**src/rtl/fbc_pkg.sv**
```systemverilog
package fbc_pkg;

  // operation codes of an input item
  typedef enum logic [2:0] {
    OP_COMMAND = 3'd0,
    OP_READ    = 3'd1,
    OP_WRITE   = 3'd2,
    OP_PAYLOAD = 3'd3,
    OP_RECEIVE = 3'd4
  } op_t;

  localparam logic [7:0]  ESC_BYTE      = 8'h2F;
  localparam logic [7:0]  OP_READ_CODE  = 8'h3A;
  localparam logic [7:0]  OP_WRITE_CODE = 8'h3B;
  localparam logic [7:0]  PARAM_LEN     = 8'h01;
  localparam logic [15:0] CRC_POLY      = 16'h1021;
  localparam logic [15:0] CRC_TOP       = 16'h8000;

  localparam int JOB_BYTES = 6;

  // one unit of work handed from front to back
  typedef struct packed {
    logic                   kind;    // 0 frame bytes, 1 receive verdict
    logic                   ok;      // verdict value
    logic [2:0]             count;   // data bytes held, 1 to 6
    logic                   fresh;   // restart the running crc at the first byte
    logic                   append;  // send crc high and low after the data bytes
    logic [JOB_BYTES-1:0][7:0] bytes;
  } job_t;

  // crc-16 xmodem, one byte msb first
  function automatic logic [15:0] crc_feed(input logic [15:0] crc, input logic [7:0] b);
    logic [15:0] c;
    c = crc ^ {b, 8'h00};
    for (int k = 0; k < 8; k++) begin
      if ((c & CRC_TOP) != 16'h0000) begin
        c = {c[14:0], 1'b0} ^ CRC_POLY;
      end else begin
        c = {c[14:0], 1'b0};
      end
    end
    return c;
  endfunction

endpackage

```
**src/rtl/fbc_front.sv**
```systemverilog
module fbc_front
  import fbc_pkg::*;
(
  input  logic        clk,
  input  logic        rst,
  input  logic        item_valid,
  output logic        item_stall,
  input  logic [2:0]  operation,
  input  logic [7:0]  command,
  input  logic [15:0] address,
  input  logic [8:0]  length,
  input  logic [7:0]  device,
  input  logic [7:0]  data_byte,
  input  logic        frame_end,
  input  logic        queue_full,
  output logic        job_push,
  output job_t        job
);

  logic [8:0]  write_remaining, write_remaining_next;
  logic [15:0] rx_crc, rx_crc_next;
  logic [15:0] rx_last_two, rx_last_two_next;
  logic [1:0]  rx_seen, rx_seen_next;
  logic        accept;
  logic        produce;
  logic [7:0]  len8;

  assign item_stall = queue_full;
  assign accept     = item_valid && !queue_full;
  assign job_push   = accept && produce;
  assign len8       = length[7:0];

  always_comb begin
    write_remaining_next = write_remaining;
    rx_crc_next          = rx_crc;
    rx_last_two_next     = rx_last_two;
    rx_seen_next         = rx_seen;
    produce              = 1'b0;
    job                  = '0;
    unique case (operation)
      OP_COMMAND: begin
        write_remaining_next = 9'd0;
        produce    = 1'b1;
        job.count  = 3'd6;
        job.fresh  = 1'b1;
        job.append = 1'b1;
        job.bytes[0] = ESC_BYTE;
        job.bytes[1] = command;
        job.bytes[2] = 8'h00;
        job.bytes[3] = 8'h00;
        job.bytes[4] = PARAM_LEN;
        job.bytes[5] = device;
      end
      OP_READ: begin
        write_remaining_next = 9'd0;
        produce    = 1'b1;
        job.count  = 3'd6;
        job.fresh  = 1'b1;
        job.append = 1'b1;
        job.bytes[0] = ESC_BYTE;
        job.bytes[1] = OP_READ_CODE;
        job.bytes[2] = address[15:8];
        job.bytes[3] = address[7:0];
        job.bytes[4] = PARAM_LEN;
        job.bytes[5] = len8;
      end
      OP_WRITE: begin
        write_remaining_next = (len8 == 8'h00) ? 9'd256 : {1'b0, len8};
        produce    = 1'b1;
        job.count  = 3'd5;
        job.fresh  = 1'b1;
        job.bytes[0] = ESC_BYTE;
        job.bytes[1] = OP_WRITE_CODE;
        job.bytes[2] = address[15:8];
        job.bytes[3] = address[7:0];
        job.bytes[4] = len8;
      end
      OP_PAYLOAD: begin
        if (write_remaining != 9'd0) begin
          write_remaining_next = write_remaining - 9'd1;
          produce    = 1'b1;
          job.count  = 3'd1;
          job.append = (write_remaining == 9'd1);
          job.bytes[0] = data_byte;
        end
      end
      OP_RECEIVE: begin
        if (rx_seen == 2'd2) begin
          rx_crc_next = crc_feed(rx_crc, rx_last_two[15:8]);
        end
        rx_last_two_next = {rx_last_two[7:0], data_byte};
        if (rx_seen != 2'd2) begin
          rx_seen_next = rx_seen + 2'd1;
        end
        if (frame_end) begin
          produce   = 1'b1;
          job.kind  = 1'b1;
          job.count = 3'd1;
          job.ok    = (rx_seen_next == 2'd2) && (rx_crc_next == rx_last_two_next);
          rx_crc_next      = 16'h0000;
          rx_last_two_next = 16'h0000;
          rx_seen_next     = 2'd0;
        end
      end
      default: begin
      end
    endcase
  end

  always_ff @(posedge clk) begin
    if (rst) begin
      write_remaining <= 9'd0;
      rx_crc          <= 16'h0000;
      rx_last_two     <= 16'h0000;
      rx_seen         <= 2'd0;
    end else if (accept) begin
      write_remaining <= write_remaining_next;
      rx_crc          <= rx_crc_next;
      rx_last_two     <= rx_last_two_next;
      rx_seen         <= rx_seen_next;
    end
  end

endmodule

```
**config.mk**
```make
export PLATFORM = sky130hd
export DESIGN_NAME = fbc_front
export DESIGN_NICKNAME = d
export VERILOG_FILES = /design/src/rtl/fbc_pkg.sv /design/src/rtl/fbc_front.sv
export SDC_FILE = /design/constraint.sdc
export NUM_CORES = 1
export LEC_CHECK = 0
export BUFFER_PORTS_ARGS = -buffer_cell sky130_fd_sc_hd__buf_2
export CORE_MARGIN = 2
export CORE_UTILIZATION = 35
export CTS_BUF_LIST = sky130_fd_sc_hd__clkbuf_16
export CTS_CLUSTER_DIAMETER = 120
export DETAILED_ROUTE_END_ITERATION = 10
export SYNTH_ARGS = -nofsm -noshare
export SYNTH_HDL_FRONTEND = slang
export SYNTH_SLANG_ARGS = --single-unit
```
**constraint.sdc**
```tcl
create_clock -name clk -period 6.5 [get_ports clk]
set_clock_uncertainty 0.05 [all_clocks]
set_input_delay 0.975 -clock clk [delete_from_list [all_inputs] [get_ports clk]]
set_output_delay 0.975 -clock clk [all_outputs]
set_load 0.05 [all_outputs]
```
* After elaboration in Yosys (flattened, before gate mapping)
Index checks and enable logic that the tools add are counted. W data, S select, Z words.
Storage, ports and cells: flip-flop bits (word level) 43, logic and storage cells 83
Operators by class: add/sub/neg operators 2, eq/ne operators 10, muxes and demuxes 46, bitwise logic cells 9, reductions and logical operators 12
Operators with widths (count):
- $mux W16 | 18
- $mux W13 | 8
- $pmux W32 S3 | 1
- $pmux W8 S2 | 2
- $pmux W9 S3 | 1
- $not A3 Y3 | 8
- $mux W9 | 2
- $eq A16 B16 Y1 | 1
- $xor A16 B16 Y16 | 1
- $pmux W3 S4 | 1
- $eq A9 B1 Y1 const B | 1
- $reduce_bool A9 Y1 | 1
- $sub A9 B1 Y9 const B | 1
- $logic_not A8 Y1 | 1
- $mux W2 | 4
- $mux W8 | 1
- $eq A3 B2 Y1 const B | 2
- $mux W1 | 5
- $mux W5 | 1
- $eq A2 B2 Y1 const B | 2
- $ne A2 B2 Y1 const B | 2
- $eq A3 B1 Y1 const B | 1
- $eq A3 B3 Y1 const B | 1
- $logic_and A1 B1 Y1 | 3
- 10 further kinds | 10

* Logic depth before layout (Yosys ltp)
word-level depth 37, mapped depth 9

* Worst setup path after synthesis
No wires, ideal clock.
path kind input -> output, start point in operation[0], end point out job[0] (netlist name), arrival 3.331 ns, path slack 2.144 ns, stages on the path 4, buffers on the path 1, path through clkbuf_1 > a21oi_1 > nor2_1 > a31oi_1
RTL lines:
- start: declaration | RTL line fbc_front.sv:8 | input logic [2:0] operation,
- end: declaration | RTL line fbc_front.sv:17 | output job_t job

==> results.md <==
- Number of instances in the synthesized netlist: 419
- Clk sink count: 43
- Share of synthesized area occupied by flip-flops and latches: 0.2626
- GRT Overall Usage: 0.1865
- Data arrival, critical path: 3.46 ns
- Post-layout min period: 4.481 ns
- Static leakage: 0.001820 µW
- Ports placed on the boundary: 114
- Die height: 100.8 µm
- Number of search-and-repair iterations in the first detailed-routing pass: 4
- Number of enable-type register cells in the synthesized netlist: 0
- Setup TNS: 0 ns
- Type of element capturing the critical path: primary output
- Distinct cell type count of the synthesized netlist: 53
- Initial detailed-routing violation count: 114
- Critical path cell sequence: buf_2, nand2_1, or2_0, a21oi_1, nor2_1, a31oi_1, buf_2
- Largest fanout of any net on the critical path: 19
- Critical path startpoint: operation[0]
- Count of endpoints failing hold in the final timing report: 0
- Status: finished clean
- Area of the die: 10,160 µm²
- Class of the most critical hold timing path: reg -> reg
- Area occupied by multi-input gates: 2253 µm²
- Worst hold start: rx_seen[0]$_SDFFE_PP0P_
- Average wire per cell in the routed design: 15.67 µm
- Total Power Consumption: 691.7 µW
- Fill count: 919
- Clock-pin transition on the worst setup and hold timing paths: 0.06 ns
- DRT antenna net count: 0
- CTS Buf Count: 5
- Most frequently used flop master after synthesis: sky130_fd_sc_hd__dfxtp_1
- Ratio of cells with drive above 1 in the final layout: 0.2647
- Clock root buffer: sky130_fd_sc_hd__clkbuf_16
- Reg area: 860.8 µm²
- Wire length of the first global-routing pass: 15,010 µm
- Met2 Use GR: 0.3303
- Final setup violation count: 0
- Max-slew headroom at the worst pin: 0.2508
- Grt total ovfl: 0
- Maximum ir drop on the vdd rail: 88.19 µV
- Placeable Area: 9153 µm²
- Antenna Diode Count: 0
- Number of pins with negative max-slew slack in the final report: 0
- Synthesized flop and latch total: 43
- Number of antenna violations at the first check in global routing: 0
- Clk_lat worst skew: 0.29 ns
- Post-layout instance count excluding filler cells: 621
- Fraction of the cycle the final worst path needs: 0.6894
- Total number of placement rows: 35
- Maximum buffer depth of the clock tree: 2
- CTS hold repair buffers: 0
- Gp weighted congestion: 0.8454
- Category of the worst setup path launch point: input pin
- Post-CTS setup repair buffer count: 0
- Number of nets in the synthesized netlist: 480
- TritonCTS clock tree: done
- Maximum clock frequency: 223.2 MHz
- Final design utilization: 0.4388
- Initial standard-cell utilization of the core: 0.3582
- Max-capacitance violation count: 0
- Via count: 3,240
- Crit path required time: 5.47 ns
- Chip Width: 100.8 µm
- Met1 Use GR: 0.2431
- Number of warning messages in the yosys log: 0
- Unrepaired setup endpoints after global routing: no
- CP max stage cell: sky130_fd_sc_hd__a21oi_1
- CTS H-tree depth: 2
- Worst Max-Slew Pin Slew: 1.121 ns
- Post-synthesis average cell area: 7.824 µm²
- Share of flip-flops with an asynchronous set or reset after synthesis: 0
- Post-route DRC: 0
- Commonest non-fill, non-tap cell in the layout: sky130_fd_sc_hd__buf_2
- Number of cells in the design after placement: 613
- Largest net degree at the start of global routing: 44
- DPL Wire Length: 7180 µm
- Via count of the first global-routing pass: 2,949
- M3 GR Usage: 0.02843
- # port buffers: 112
- Kind of cell adding the most delay to the critical path: simple AND/OR/NAND/NOR gates
- Mapped Area: 3278 µm²
- Most used cell, CP: sky130_fd_sc_hd__buf_2
- Total of cells resized after clock tree synthesis: 0
- Final routed wirelength across all metal layers: 9732 µm
- Highest cell delay on the worst timing path: 0.64 ns
- PwrDens: 172.2 nW/µm²
- Setup slack after placement: 1.981 ns
- Synthesis-to-finish area growth: 22.52%
- Number of buffers and inverters on the critical path: 2
- Most Used Layer, Global Route: met2
- Setup slack of the critical path after layout: 2.019 ns
- Number of nets in the layout: 570
- Commonest non-fill, non-tap cells in the layout: 112 x sky130_fd_sc_hd__buf_2, 76 x sky130_fd_sc_hd__nor2_1, 43 x sky130_fd_sc_hd__dfxtp_1
- Launch point of the worst reg-to-reg path: rx_seen[0]$_SDFFE_PP0P_
- Start-to-end type of the worst setup path: in -> out
- Via density per instance: 5.217
cells in the mapped netlist, drive strengths merged (12+ instances only):
cell	n	area share
xnor2	30	0.094
xor2	14	0.044
mux2i	14	0.043
o21ai	18	0.027
a22oi	17	0.039
inv	12	0.014
a21oi	30	0.046
and2	30	0.057
nor2	76	0.087
clkbuf	25	0.029
nor3b	20	0.046
dfxtp	43	0.26
path summary, 6_finish.rpt:
kind,endpoint,slack [ns],cells after the start
setup / recovery,job[0],2.02,7
hold / removal,rx_seen[0]$_SDFFE_PP0P_,0.45,2
setup reg to reg,rx_crc[12]$_SDFFE_PP0P_,4.01,5
hold reg to reg,rx_seen[0]$_SDFFE_PP0P_,0.45,2
where the power goes:
group	total, µW	leakage (µW)	internal (µW)	switching, µW
Clock	255	0.0000700	144	111
Sequential	267	0.000347	265	2.01
Combinational	170	0.00140	48.0	122
cell families (layout without fill, tap and decap cells):
| logic type | Yosys count | after routing | synth area share |
|---|---|---|---|
| AOI/OAI and AO/OA | 92 | 92 | 0.1794 |
| xor gates and xnor gates | 49 | 49 | 0.1737 |
| adders and majority gates | 4 | 4 | 0.01527 |
| buffers and inverters | 42 | 133 | 0.05000 |
| DFF | 43 | 43 | 0.2626 |
| muxes | 15 | 15 | 0.04618 |
| and+or+nand+nor | 174 | 174 | 0.2729 |
layer usage:
metal / up-vias / wire length, µm
li1: 1625 / -
met1: 1498 / 4384
met2: 111 / 4676
met3: 6 / 615
met4: 0 / 56
met5: - / 0
stage by stage:
step	area (µm²)	hold slack [ns]
final	4016	0.4482
after floorplan	3278	0.4070
after global placement	3866	0.4180
after CTS	4016	0.4472
after detailed placement	3866	0.4305
after global routing	4016	0.4743
tightest hold or removal path: stages (launching register included):
cell	delay, ns
sky130_fd_sc_hd__dfxtp_1	0.33
sky130_fd_sc_hd__a21oi_1	0.06
sky130_fd_sc_hd__nor2_1	0.07
sequential cells by signal, indices dropped and copies added, names as in the netlist:
| register | count |
|---|---|
| write_remaining | 9 |
| rx_crc | 16 |
| rx_seen | 2 |
| rx_last_two | 16 |
area by class of cell:
type,count,share of cell area
Sequential cell,43,0.2143
Clock inverter,3,0.006231
Multi-Input combinational cell,334,0.5611
Inverter,12,0.01121
Tap cell,111,0.03458
Clock buffer,5,0.03115
Timing Repair Buffer,113,0.1414
Power figures use the tool's default switching activity.
